`src/rtl/tmrd_pkg.sv`:
```
package tmrd_pkg;

  // Defaults for the top-level parameters
  localparam int SAMPLES_PER_GROUP_DEF = 16;
  localparam int MAX_GROUPS_DEF        = 512;
  localparam int SAMPLE_BITS_DEF       = 32;

  // Fixed field widths
  localparam int MEAN_W        = 32;
  localparam int RUN_NEEDED_W  = 10;
  localparam int GROUP_LIMIT_W = 10;
  localparam int GROUP_NUM_W   = 9;
  localparam int VERDICT_W     = 2;
  localparam int CFG_IDX_W     = 2;
  localparam int CFG_DATA_W    = 32;

  // Quotient bits produced per divider cycle
  localparam int DIV_DIGIT_BITS = 8;

  // Register reset values
  localparam logic [MEAN_W-1:0]        MEAN_LIMIT_RST  = MEAN_W'(50);
  localparam logic [RUN_NEEDED_W-1:0]  RUN_NEEDED_RST  = RUN_NEEDED_W'(1);
  localparam logic [GROUP_LIMIT_W-1:0] GROUP_LIMIT_RST = GROUP_LIMIT_W'(512);

  // Register indexes
  localparam logic [CFG_IDX_W-1:0] CFG_MEAN_LIMIT  = 2'd0;
  localparam logic [CFG_IDX_W-1:0] CFG_RUN_NEEDED  = 2'd1;
  localparam logic [CFG_IDX_W-1:0] CFG_GROUP_LIMIT = 2'd2;

  // Verdict codes
  localparam logic [VERDICT_W-1:0] VERDICT_SEARCH    = 2'd0;
  localparam logic [VERDICT_W-1:0] VERDICT_FOUND     = 2'd1;
  localparam logic [VERDICT_W-1:0] VERDICT_EXHAUSTED = 2'd2;

  typedef struct packed {
    logic [MEAN_W-1:0]        mean_limit;
    logic [RUN_NEEDED_W-1:0]  run_needed;
    logic [GROUP_LIMIT_W-1:0] group_limit;
  } cfg_t;

endpackage

```
`src/rtl/tmrd_cell.sv`:
```
module tmrd_cell #(
  parameter int SAMPLE_BITS = tmrd_pkg::SAMPLE_BITS_DEF
) (
  input  logic                   clk,
  input  logic                   en,
  input  logic                   occ,
  input  logic [SAMPLE_BITS-1:0] sample,
  input  logic [SAMPLE_BITS-1:0] left_val,
  input  logic                   left_ins,
  output logic [SAMPLE_BITS-1:0] val,
  output logic                   ins,
  output logic [SAMPLE_BITS-1:0] val_nxt
);
  import tmrd_pkg::*;

  logic [SAMPLE_BITS-1:0] val_r;

  // Insertion point is at or left of this cell when it is empty or larger
  assign ins = !occ || (val_r > sample);

  // Take the left neighbor when the insertion point lies further left,
  // take the new sample when it lands here, otherwise hold
  assign val_nxt = left_ins ? left_val : (ins ? sample : val_r);
  assign val     = val_r;

  always_ff @(posedge clk) begin
    if (en) begin
      val_r <= val_nxt;
    end
  end

endmodule

```
`src/rtl/tmrd_eval.sv`:
```
module tmrd_eval #(
  parameter int SAMPLES_PER_GROUP = tmrd_pkg::SAMPLES_PER_GROUP_DEF,
  parameter int MAX_GROUPS        = tmrd_pkg::MAX_GROUPS_DEF,
  parameter int SAMPLE_BITS       = tmrd_pkg::SAMPLE_BITS_DEF
) (
  input  logic                                  clk,
  input  logic                                  rst_n,
  input  tmrd_pkg::cfg_t                        cfg,
  input  logic                                  load,
  input  logic [SAMPLE_BITS-1:0]                mid [(SAMPLES_PER_GROUP*5/8)-(SAMPLES_PER_GROUP*3/8)],
  output logic                                  busy,
  input  logic                                  out_stall,
  output logic                                  out_valid,
  output logic [tmrd_pkg::GROUP_NUM_W-1:0]      out_group_number,
  output logic [tmrd_pkg::MEAN_W-1:0]           out_trimmed_mean,
  output logic                                  out_group_low,
  output logic [tmrd_pkg::VERDICT_W-1:0]        out_verdict,
  output logic [tmrd_pkg::GROUP_NUM_W-1:0]      out_run_start_group
);
  import tmrd_pkg::*;

  localparam int TRIM_N   = (SAMPLES_PER_GROUP*5/8) - (SAMPLES_PER_GROUP*3/8);
  localparam int TRIM_DIV = (SAMPLES_PER_GROUP/4) > 0 ? (SAMPLES_PER_GROUP/4) : 1;
  localparam int SUM_W    = SAMPLE_BITS + $clog2(TRIM_N + 1);
  localparam int STEPS    = (SUM_W + DIV_DIGIT_BITS - 1) / DIV_DIGIT_BITS;
  localparam int DIV_W    = STEPS * DIV_DIGIT_BITS;
  localparam int REM_W    = $clog2(TRIM_DIV) + 1;
  localparam int T_W      = REM_W + DIV_DIGIT_BITS;
  localparam int RCP_SH   = T_W + $clog2(TRIM_DIV);
  localparam int RCP_W    = RCP_SH + 1;
  localparam int PROD_W   = T_W + RCP_W;
  localparam int PH_MAX   = TRIM_N > STEPS ? TRIM_N : STEPS;
  localparam int PH_W     = $clog2(PH_MAX + 1);
  localparam int GC_W     = MAX_GROUPS > 1 ? $clog2(MAX_GROUPS) : 1;
  localparam int SW       = GC_W > RUN_NEEDED_W ? GC_W : RUN_NEEDED_W;
  localparam int LW       = (GC_W + 1) > (GROUP_LIMIT_W + 1) ? GC_W + 1 : GROUP_LIMIT_W + 1;
  localparam int CMP_W    = SAMPLE_BITS > MEAN_W ? SAMPLE_BITS : MEAN_W;
  // Rounded-up reciprocal of the divisor, exact for every partial remainder
  localparam logic [RCP_W-1:0] RCP =
    RCP_W'(((64'd1 << RCP_SH) + 64'(TRIM_DIV) - 64'd1) / 64'(TRIM_DIV));

  typedef enum logic [3:0] {
    ST_IDLE = 4'b0001,
    ST_ACC  = 4'b0010,
    ST_DIV  = 4'b0100,
    ST_DONE = 4'b1000
  } state_t;

  state_t                   state_r, state_nxt;
  logic [PH_W-1:0]          ph_r, ph_nxt;
  logic [SAMPLE_BITS-1:0]   snap_r [TRIM_N];
  logic [SAMPLE_BITS-1:0]   snap_nxt [TRIM_N];
  logic [SUM_W-1:0]         acc_r, acc_nxt;
  logic [DIV_W-1:0]         quo_r, quo_nxt;
  logic [REM_W-1:0]         rem_r, rem_nxt;
  logic [GC_W-1:0]          grp_r, grp_nxt;
  logic [RUN_NEEDED_W-1:0]  run_r, run_nxt;

  logic                     out_valid_r, out_valid_nxt;
  logic [GROUP_NUM_W-1:0]   out_group_number_r, out_group_number_nxt;
  logic [MEAN_W-1:0]        out_trimmed_mean_r, out_trimmed_mean_nxt;
  logic                     out_group_low_r, out_group_low_nxt;
  logic [VERDICT_W-1:0]     out_verdict_r, out_verdict_nxt;
  logic [GROUP_NUM_W-1:0]   out_run_start_group_r, out_run_start_group_nxt;

  logic [SUM_W-1:0]         acc_sum;
  logic [DIV_W-1:0]         div_q;
  logic [REM_W-1:0]         div_r;
  logic [T_W-1:0]           dig_t;
  logic [PROD_W-1:0]        dig_p;
  logic [DIV_DIGIT_BITS-1:0] dig_q;
  logic [T_W-1:0]           dig_back;
  logic [T_W-1:0]           dig_diff;
  logic [CMP_W-1:0]         mean_ext;
  logic                     low;
  logic [RUN_NEEDED_W-1:0]  rl_inc;
  logic                     found;
  logic [LW-1:0]            lim;
  logic                     exhaust;
  logic [SW-1:0]            start_w;
  logic [SW-1:0]            grp_w;
  logic [VERDICT_W-1:0]     verdict;
  logic                     take;

  assign acc_sum = acc_r + SUM_W'(snap_r[0]);

  // Long division by the constant, one digit of quotient bits per cycle; each
  // digit comes from a reciprocal multiply of the partial remainder
  assign dig_t    = {rem_r, quo_r[DIV_W-1 -: DIV_DIGIT_BITS]};
  assign dig_p    = PROD_W'(dig_t) * PROD_W'(RCP);
  assign dig_q    = dig_p[RCP_SH +: DIV_DIGIT_BITS];
  assign dig_back = T_W'(dig_q) * T_W'(TRIM_DIV);
  assign dig_diff = dig_t - dig_back;
  assign div_r    = dig_diff[REM_W-1:0];
  assign div_q    = {quo_r[DIV_W-DIV_DIGIT_BITS-1:0], dig_q};

  // Verdict on the finished quotient
  assign mean_ext = CMP_W'(quo_r[SAMPLE_BITS-1:0]);
  assign low      = mean_ext <= CMP_W'(cfg.mean_limit);
  assign rl_inc   = low ? run_r + RUN_NEEDED_W'(1) : '0;
  assign found    = low && (rl_inc >= cfg.run_needed);
  assign lim      = (LW'(cfg.group_limit) > LW'(MAX_GROUPS)) ? LW'(MAX_GROUPS)
                                                               : LW'(cfg.group_limit);
  assign exhaust  = (LW'(grp_r) + LW'(1)) >= lim;
  assign grp_w    = SW'(grp_r);
  assign start_w  = grp_w - SW'(rl_inc) + SW'(1);
  assign verdict  = found ? VERDICT_FOUND : (exhaust ? VERDICT_EXHAUSTED : VERDICT_SEARCH);
  assign take     = (state_r == ST_DONE) && (!out_valid_r || !out_stall);

  always_comb begin
    state_nxt               = state_r;
    ph_nxt                  = ph_r;
    snap_nxt                = snap_r;
    acc_nxt                 = acc_r;
    quo_nxt                 = quo_r;
    rem_nxt                 = rem_r;
    grp_nxt                 = grp_r;
    run_nxt                 = run_r;
    out_group_number_nxt    = out_group_number_r;
    out_trimmed_mean_nxt    = out_trimmed_mean_r;
    out_group_low_nxt       = out_group_low_r;
    out_verdict_nxt         = out_verdict_r;
    out_run_start_group_nxt = out_run_start_group_r;
    out_valid_nxt           = (out_valid_r && !out_stall) ? 1'b0 : out_valid_r;
    case (state_r)
      ST_IDLE: begin
        if (load) begin
          snap_nxt  = mid;
          acc_nxt   = '0;
          ph_nxt    = '0;
          state_nxt = ST_ACC;
        end
      end
      ST_ACC: begin
        acc_nxt = acc_sum;
        for (int i = 0; i < TRIM_N - 1; i++) begin
          snap_nxt[i] = snap_r[i+1];
        end
        ph_nxt = ph_r + PH_W'(1);
        if (ph_r == PH_W'(TRIM_N - 1)) begin
          quo_nxt   = DIV_W'(acc_sum);
          rem_nxt   = '0;
          ph_nxt    = '0;
          state_nxt = ST_DIV;
        end
      end
      ST_DIV: begin
        quo_nxt = div_q;
        rem_nxt = div_r;
        ph_nxt  = ph_r + PH_W'(1);
        if (ph_r == PH_W'(STEPS - 1)) begin
          state_nxt = ST_DONE;
        end
      end
      ST_DONE: begin
        if (take) begin
          out_valid_nxt           = 1'b1;
          out_group_number_nxt    = grp_w[GROUP_NUM_W-1:0];
          out_trimmed_mean_nxt    = mean_ext[MEAN_W-1:0];
          out_group_low_nxt       = low;
          out_verdict_nxt         = verdict;
          out_run_start_group_nxt = found ? start_w[GROUP_NUM_W-1:0] : '0;
          if (verdict != VERDICT_SEARCH) begin
            grp_nxt = '0;
            run_nxt = '0;
          end else begin
            grp_nxt = grp_r + GC_W'(1);
            run_nxt = rl_inc;
          end
          state_nxt = ST_IDLE;
        end
      end
      default: begin
        state_nxt = ST_IDLE;
      end
    endcase
  end

  always_ff @(posedge clk) begin
    if (!rst_n) begin
      state_r     <= ST_IDLE;
      ph_r        <= '0;
      grp_r       <= '0;
      run_r       <= '0;
      out_valid_r <= 1'b0;
    end else begin
      state_r     <= state_nxt;
      ph_r        <= ph_nxt;
      grp_r       <= grp_nxt;
      run_r       <= run_nxt;
      out_valid_r <= out_valid_nxt;
    end
  end

  always_ff @(posedge clk) begin
    snap_r                <= snap_nxt;
    acc_r                 <= acc_nxt;
    quo_r                 <= quo_nxt;
    rem_r                 <= rem_nxt;
    out_group_number_r    <= out_group_number_nxt;
    out_trimmed_mean_r    <= out_trimmed_mean_nxt;
    out_group_low_r       <= out_group_low_nxt;
    out_verdict_r         <= out_verdict_nxt;
    out_run_start_group_r <= out_run_start_group_nxt;
  end

  assign busy                = state_r != ST_IDLE;
  assign out_valid           = out_valid_r;
  assign out_group_number    = out_group_number_r;
  assign out_trimmed_mean    = out_trimmed_mean_r;
  assign out_group_low       = out_group_low_r;
  assign out_verdict         = out_verdict_r;
  assign out_run_start_group = out_run_start_group_r;

endmodule

```
`src/rtl/trimmed_mean_run_detector.sv`:
```
// Trimmed-mean run detector. Samples enter one transaction per cycle and fill
// a group of SAMPLES_PER_GROUP; a row of insertion cells keeps the group sorted
// as it fills, so when the last sample of a group lands the middle quarter of
// the sorted order (positions 6 to 9 at the default size) is captured at once.
// The evaluator then adds the captured middle samples one per cycle, divides
// the sum by SAMPLES_PER_GROUP/4 eight quotient bits per cycle and then forms
// the verdict and offers a result transaction. The evaluator holds one group
// at a time: the last sample of the next group is stalled until it is free,
// which at the default size never happens unless the result side stalls, so
// the sustained rate is one sample per cycle. Each completed group yields
// exactly one result transaction; other samples yield none. After a run-found
// or groups-exhausted verdict the scan restarts at group 0. Write the
// configuration registers only while idle.
module trimmed_mean_run_detector #(
  parameter int SAMPLES_PER_GROUP = tmrd_pkg::SAMPLES_PER_GROUP_DEF,
  parameter int MAX_GROUPS        = tmrd_pkg::MAX_GROUPS_DEF,
  parameter int SAMPLE_BITS       = tmrd_pkg::SAMPLE_BITS_DEF
) (
  input  logic                              clk,
  input  logic                              rst_n,
  // sample channel
  input  logic                              in_valid,
  output logic                              in_stall,
  input  logic [SAMPLE_BITS-1:0]            in_sample,
  // result channel
  output logic                              out_valid,
  input  logic                              out_stall,
  output logic [tmrd_pkg::GROUP_NUM_W-1:0]  out_group_number,
  output logic [tmrd_pkg::MEAN_W-1:0]       out_trimmed_mean,
  output logic                              out_group_low,
  output logic [tmrd_pkg::VERDICT_W-1:0]    out_verdict,
  output logic [tmrd_pkg::GROUP_NUM_W-1:0]  out_run_start_group,
  // configuration write port
  input  logic                              cfg_wr_en,
  input  logic [tmrd_pkg::CFG_IDX_W-1:0]    cfg_index,
  input  logic [tmrd_pkg::CFG_DATA_W-1:0]   cfg_wdata
);
  import tmrd_pkg::*;

  localparam int N       = SAMPLES_PER_GROUP;
  localparam int TRIM_LO = N*3/8;
  localparam int TRIM_N  = (N*5/8) - (N*3/8);
  localparam int CNT_W   = $clog2(N);

  cfg_t             cfg_r, cfg_nxt;
  logic [CNT_W-1:0] cnt_r, cnt_nxt;

  logic                   accept;
  logic                   last;
  logic                   load;
  logic                   busy;
  logic                   occ      [N];
  logic [SAMPLE_BITS-1:0] val      [N];
  logic                   ins      [N];
  logic [SAMPLE_BITS-1:0] val_nxt  [N];
  logic [SAMPLE_BITS-1:0] mid      [TRIM_N];

  // Configuration writes; drop writes to unknown indexes
  always_comb begin
    cfg_nxt = cfg_r;
    if (cfg_wr_en) begin
      case (cfg_index)
        CFG_MEAN_LIMIT:  cfg_nxt.mean_limit  = cfg_wdata[MEAN_W-1:0];
        CFG_RUN_NEEDED:  cfg_nxt.run_needed  = cfg_wdata[RUN_NEEDED_W-1:0];
        CFG_GROUP_LIMIT: cfg_nxt.group_limit = cfg_wdata[GROUP_LIMIT_W-1:0];
        default:         cfg_nxt = cfg_r;
      endcase
    end
  end

  // Stall only the sample that closes a group while the evaluator is busy
  assign last     = cnt_r == CNT_W'(N - 1);
  assign in_stall = last && busy;
  assign accept   = in_valid && !in_stall;
  assign load     = accept && last;

  // Advance the fill count, wrap at the end of a group
  assign cnt_nxt = accept ? (last ? '0 : cnt_r + CNT_W'(1)) : cnt_r;

  always_ff @(posedge clk) begin
    if (!rst_n) begin
      cfg_r.mean_limit  <= MEAN_LIMIT_RST;
      cfg_r.run_needed  <= RUN_NEEDED_RST;
      cfg_r.group_limit <= GROUP_LIMIT_RST;
      cnt_r             <= '0;
    end else begin
      cfg_r <= cfg_nxt;
      cnt_r <= cnt_nxt;
    end
  end

  // Insertion chain: cell i holds the i-th smallest sample of the group so
  // far; cells at or above the fill count are empty and take whatever shifts
  // in. A new group simply restarts the fill count at zero.
  for (genvar i = 0; i < N; i++) begin : g_cell
    assign occ[i] = CNT_W'(i) < cnt_r;
    if (i == 0) begin : g_head
      tmrd_cell #(
        .SAMPLE_BITS(SAMPLE_BITS)
      ) u_cell (
        .clk     (clk),
        .en      (accept),
        .occ     (occ[i]),
        .sample  (in_sample),
        .left_val('0),
        .left_ins(1'b0),
        .val     (val[i]),
        .ins     (ins[i]),
        .val_nxt (val_nxt[i])
      );
    end else begin : g_body
      tmrd_cell #(
        .SAMPLE_BITS(SAMPLE_BITS)
      ) u_cell (
        .clk     (clk),
        .en      (accept),
        .occ     (occ[i]),
        .sample  (in_sample),
        .left_val(val[i-1]),
        .left_ins(ins[i-1]),
        .val     (val[i]),
        .ins     (ins[i]),
        .val_nxt (val_nxt[i])
      );
    end
  end

  // Tap the middle of the sorted order as the closing sample settles in
  for (genvar j = 0; j < TRIM_N; j++) begin : g_mid
    assign mid[j] = val_nxt[TRIM_LO + j];
  end

  tmrd_eval #(
    .SAMPLES_PER_GROUP(SAMPLES_PER_GROUP),
    .MAX_GROUPS       (MAX_GROUPS),
    .SAMPLE_BITS      (SAMPLE_BITS)
  ) u_eval (
    .clk                (clk),
    .rst_n              (rst_n),
    .cfg                (cfg_r),
    .load               (load),
    .mid                (mid),
    .busy               (busy),
    .out_stall          (out_stall),
    .out_valid          (out_valid),
    .out_group_number   (out_group_number),
    .out_trimmed_mean   (out_trimmed_mean),
    .out_group_low      (out_group_low),
    .out_verdict        (out_verdict),
    .out_run_start_group(out_run_start_group)
  );

endmodule

```
`config.mk`:
```
export PLATFORM = sky130hd
export DESIGN_NAME = trimmed_mean_run_detector
export DESIGN_NICKNAME = d
export VERILOG_FILES = /design/src/rtl/tmrd_pkg.sv /design/src/rtl/tmrd_cell.sv /design/src/rtl/tmrd_eval.sv /design/src/rtl/trimmed_mean_run_detector.sv
export SDC_FILE = /design/constraint.sdc
export NUM_CORES = 2
export LEC_CHECK = 0
export BUFFER_PORTS_ARGS = -buffer_cell sky130_fd_sc_hd__buf_2
export CORE_MARGIN = 2
export CORE_UTILIZATION = 46
export DETAILED_ROUTE_END_ITERATION = 8
export PLACE_DENSITY_LB_ADDON = 0.08
export SLEW_MARGIN = 20
export SYNTH_ARGS = -nofsm -noshare
export SYNTH_HDL_FRONTEND = slang
export SYNTH_SLANG_ARGS = --single-unit
```
`constraint.sdc`:
```
create_clock -name clk -period 12 [get_ports clk]
set_input_delay 1.8 -clock clk [delete_from_list [all_inputs] [get_ports clk]]
set_output_delay 1.8 -clock clk [all_outputs]
set_load 0.01 [all_outputs]
```
Yosys cells after proc, flatten, opt, wreduce, memory -nomap -nowiden --
Cells that the tools add are included.
Operators by class: muxes and demuxes 44, $lt $le $gt $ge 24, add/sub/neg operators 9, eq/ne operators 14, reductions and logical operators 55
Operator list (count):
- 2-to-1 mux 32 bit | 18
- > comparator 32 bit | 10
- case mux 96 bit (2 select lines) | 1
- 2-to-1 mux 128 bit | 1
- case mux 40 bit (2 select lines) | 1
- case mux 35 bit (2 select lines) | 1
- 2-to-1 mux 40 bit | 1
- adder 35 x 32 -> 35 bit | 1
- 2-to-1 mux 35 bit | 1
- <= comparator 32 bit | 1
- 2-to-1 mux 10 bit | 3
- AND reduction 2 bit | 14
- 2-to-1 mux 4 bit | 5
- adder 9 x 1 -> 9 bit (second input constant) | 2
- less-than comparator 3 x 4 -> 1 bit (first input constant) | 4
- case mux 4 bit (4 select lines) | 1
- nonzero test 2 bit | 8
- logical NOT 1 bit | 13
- >= comparator 11 bit | 1
- logical OR 1 bit | 11
- adder 10 x 1 -> 10 bit (second input constant) | 1
- adder 9 x 1 -> 10 bit (second input constant) | 1
- >= comparator 10 bit | 1
- > comparator 10 bit (second input constant) | 1
- 28 further kinds | 44
Storage, ports and cells: output and inout bits 55, register bits 661, bits of input ports 71

Depth between registers and ports, before layout --
depth in word-level cells 7, depth in mapped cells 24, depth with buffers taken out 23

Modules after synthesis --
A second synthesis with hierarchy kept.
Second synthesis, totals: cells, all modules 6462, area total of the unflattened synthesis 54766.3 µm²
Modules (own cells, without submodules):
- tmrd_cell | instances 10, seq. area each 960.9 µm², area each 3737.3 µm², cells an instance 481
- tmrd_eval | instances 1, seq. area each 8287.9 µm², area each 15107.0 µm², cells an instance 1401
- trimmed_mean_run_detector | instances 1, seq. area each 1121.1 µm², area each 2285.9 µm², cells an instance 251

Worst setup path after synthesis --
OpenSTA, ideal clock, no wires.
path kind input-to-reg, start input port in_valid, end register g_cell[1].g_body.u_cell.val_r[0], enable pin, path buffers 0, setup slack 5082 ps, arrival time 6485 ps, cell stages on the path 4, cells stage by stage o21ai_1 -> inv_1 -> nand2_1 -> o22ai_1
On the way: cells in the longest elaborated chain, start to end 2
Ends and longest elaborated chain:
- start, declared | line trimmed_mean_run_detector.sv:22 | input logic in_valid,
- logical AND 1 bit | line trimmed_mean_run_detector.sv:74 | assign accept = in_valid && !in_stall;
- net accept | line trimmed_mean_run_detector.sv:48 | logic accept;
- AND reduction 2 bit (no source line)
- end signal, assigned | line tmrd_cell.sv:28 | val_r <= val_nxt;
- end, declared | line tmrd_cell.sv:16 | logic [SAMPLE_BITS-1:0] val_r;
The timed path passes the listed nets, and every way through them passes these cells. A chain may end at the register's enable or synchronous reset.

==> impl_metrics.json <==
{
  "timing.final.crit_share": 0.5188,
  "ys_async_sr_fraction": 0,
  "postCtsHoldBufs": 0,
  "tns_ns": 0,
  "rsz0062_at_grt": "false",
  "worst_hold_path.num_cells": 2,
  "hold_path_class": "flip-flop to flip-flop",
  "cts-htree-levels": 3,
  "path_cells": "buf_2 -> inv_1 -> ha_1 -> nand4_1 -> or2_2 -> nor3_1 -> nand2_1 -> o2bb2ai_4 -> buf_4 -> nand2_2 -> o21ai_0",
  "synthCells": 3412,
  "firstDrtPassIters": 5,
  "report.final.slew_viol_count": 0,
  "fp.dieW_um": 293.8,
  "antenna_found_initial": 9,
  "route.detailed.drc": 0,
  "cp.arrival_ns": 6.65,
  "grt_pass1_wl_mm": 180.2,
  "cp-start-kind": "primary input",
  "place_hpwl_mm": 85.21,
  "first_global_vias": 28800,
  "dieHeight_um": 293.8,
  "synth_area_leader_cell": "edfxtp_1",
  "overflow": 0,
  "synth_nets": 3912,
  "clockRootBuffer": "clkbuf_16",
  "cts_sinks": 661,
  "syn-cell-area_um2": 38640,
  "crit_path_top_delay_cell": "o2bb2ai_4",
  "drt_wl_total_mm": 119.7,
  "core_area_um2": 83420,
  "gp_congestion": 0.9388,
  "rr_worst_depth": 9,
  "clock_path_buffers": 3,
  "clk_latency_ns": 0.63,
  "ant_nets": 0,
  "synth.area.top_cells": "edfxtp_1, ha_1, dfxtp_1",
  "synth-seq-cells": 661,
  "initial_core_util": 0.4631,
  "die_area_um2": 86330,
  "outcome": "finished, final reports clean",
  "synth-edff-count": 578,
  "finalSetupViolCount": 0,
  "synth_flop_cell": "edfxtp_1",
  "ys_seq_area_frac": 0.4922,
  "cp_num_cells": 11,
  "cts.repair.resized": 0,
  "cts.reportedPaths.clkPinSlew_ns": 0.06,
  "cts_buffers": 78,
  "io_buffers": 125,
  "worstPathRequired_ns": 12.42,
  "ios": 126,
  "clock.fmax_mhz": 160.6,
  "critPathKind": "primary input to flip-flop",
  "rows": 106,
  "grt_max_degree": 100,
  "first_iter_violations": 2292,
  "final_nets": 4018,
  "via_per_inst": 6.121,
  "wl_per_cell_um": 25.67,
  "synth_top_area_share": 0.4492,
  "total_power_w": 0.005695,
  "cp_max_fo": 38,
  "synth.distinct_cells": 84,
  "route.vias.total": 28550,
  "worst_slew_pin_slew_ns": 1.122,
  "finalHoldViolations": 0,
  "fin_skew_ns": 0.03354,
  "cp_top_family": "simple AND/OR/NAND/NOR gates",
  "post-cts-setup-buffers": 0,
  "setup.worst_path.end_class": "flip-flop",
  "drive_gt1_frac": 0.1410,
  "slew-limit-headroom": 0.2494,
  "synth_warnings": 0,
  "power.static_leakage_nw": 17.52,
  "finalCriticalPeriod_ns": 6.226,
  "track_usage": 0.2755,
  "crit_buf_inv": 3,
  "syn2layout_area_growth_pct": 11.49,
  "max-cap-violations": 0,
  "power_density_nw_per_um2": 132.2,
  "synth.avg_cell_area_um2": 11.32,
  "ir_worst_vdd_v": 0.0001213,
  "cts_tree": "yes",
  "max_stage_delay_ns": 0.87
}
==> stage by stage <==
step           instances  area (um^2)  hold WS [ns]    util  worst slack [ns]
2_1_floorplan       3412        38640        0.4435       -             5.083
3_3_place_gp        4518        40500        0.4535  0.4855             5.275
3_5_place_dp        4518        40510        0.4602  0.4856             5.200
4_1_cts             4661        43060        0.4684  0.5162             5.841
5_1_grt             4662        43070        0.4927  0.5163             5.603
6_report            4665        43080        0.4666  0.5164             5.774
==> per-layer routing <==
| layer | vias to the layer above | track usage | part of all wire |
|---|---|---|---|
| met5 | - | 0 | 0.00011 |
| met4 | 2 | 0.09644 | 0.035 |
| met3 | 237 | 0.04071 | 0.064 |
| met2 | 1105 | 0.4563 | 0.47 |
| met1 | 13990 | 0.3682 | 0.43 |
| li1 | 13220 | - | - |
==> report_power, final <==
| group | switching, W | internal (W) |
|---|---|---|
| sequential | 0.0000857 | 0.00261 |
| clock | 0.000988 | 0.00140 |
| combinational | 0.000372 | 0.000236 |
==> worst register-to-register path, cell delays in order, from the launching register on <==
cell,delay [ns]
edfxtp_1,0.50
ha_1,0.35
nand4_1,0.20
or2_2,0.37
nor3_1,0.41
nand2_1,0.22
o2bb2ai_4,0.87
buf_4,0.63
nand2_2,0.83
o21ai_0,0.46
==> sequential cells by signal (all words and copies together) (netlist names), 4 cells and up <==
| signal | cells |
|---|---|
| u_eval.run_r | 10 |
| u_eval.out_group_number | 9 |
| cfg_r | 52 |
| u_eval.snap_r | 128 |
| u_eval.quo_r | 40 |
| u_eval.state_r | 4 |
| u_eval.out_trimmed_mean | 32 |
| u_eval.out_run_start_group | 9 |
| u_eval.grp_r | 9 |
| g_cell.g_head.u_cell.val | 32 |
| u_eval.acc_r | 35 |
| cnt_r | 4 |
| g_cell.g_body.u_cell.val | 288 |
==> cells by family (layout without fill, tap and decap cells) <==
group	after synthesis	in the layout	synth area share
and+or+nand+nor	882	882	0.1053
AOI/OAI and AO/OA	881	881	0.1588
DFF	661	661	0.4922
adders and majority gates	429	429	0.1393
buffers and inverters	289	458	0.03199
muxes	213	213	0.05939
xor gates and xnor gates	57	57	0.01292
other	0	4	0
==> cell type report <==
type | count | area, um^2
multi-input combinational | 2462 | 18610
antenna | 4 | 10.01
timing repair buffer | 174 | 1006
clock inverter | 49 | 452.9
tap | 1080 | 1351
sequential | 661 | 19020
clock buffer | 94 | 2096
fill | 7357 | 40340
inverter | 141 | 533.0
==> worst paths after layout <==
check | start | endpoint | slack [ns]
min | cfg_r[34] | cfg_r[34] | 0.47
max reg2reg | g_cell[6].g_body.u_cell.val[10] | u_eval.snap_r[94] | 6.95
max | in_sample[10] | u_eval.snap_r[94] | 5.77
min reg2reg | cfg_r[34] | cfg_r[34] | 0.47
==> Yosys cell counts, drive strengths merged (64+ instances only) <==
cell type / n
o21ai: 233
o211ai: 78
nand3: 72
edfxtp: 578
a21oi: 138
nor2: 228
a21o: 117
nand2: 331
nand4: 76
mux2i: 83
mux2: 130
inv: 140
a32oi: 64
dfxtp: 83
clkbuf: 98
ha: 427
==> cell usage in the layout (no fill, tap or decap), types with 76 or more instances in the layout <==
cell,count
nand2_1,327
clkbuf_16,81
edfxtp_1,578
mux2i_1,83
a21o_1,117
inv_1,137
mux2_2,121
a21oi_1,130
dfxtp_1,83
ha_1,427
o211ai_1,78
nand4_1,76
buf_2,125
nor2_1,226
o21ai_0,224
Note: power is estimated with default switching activity, not from simulation.
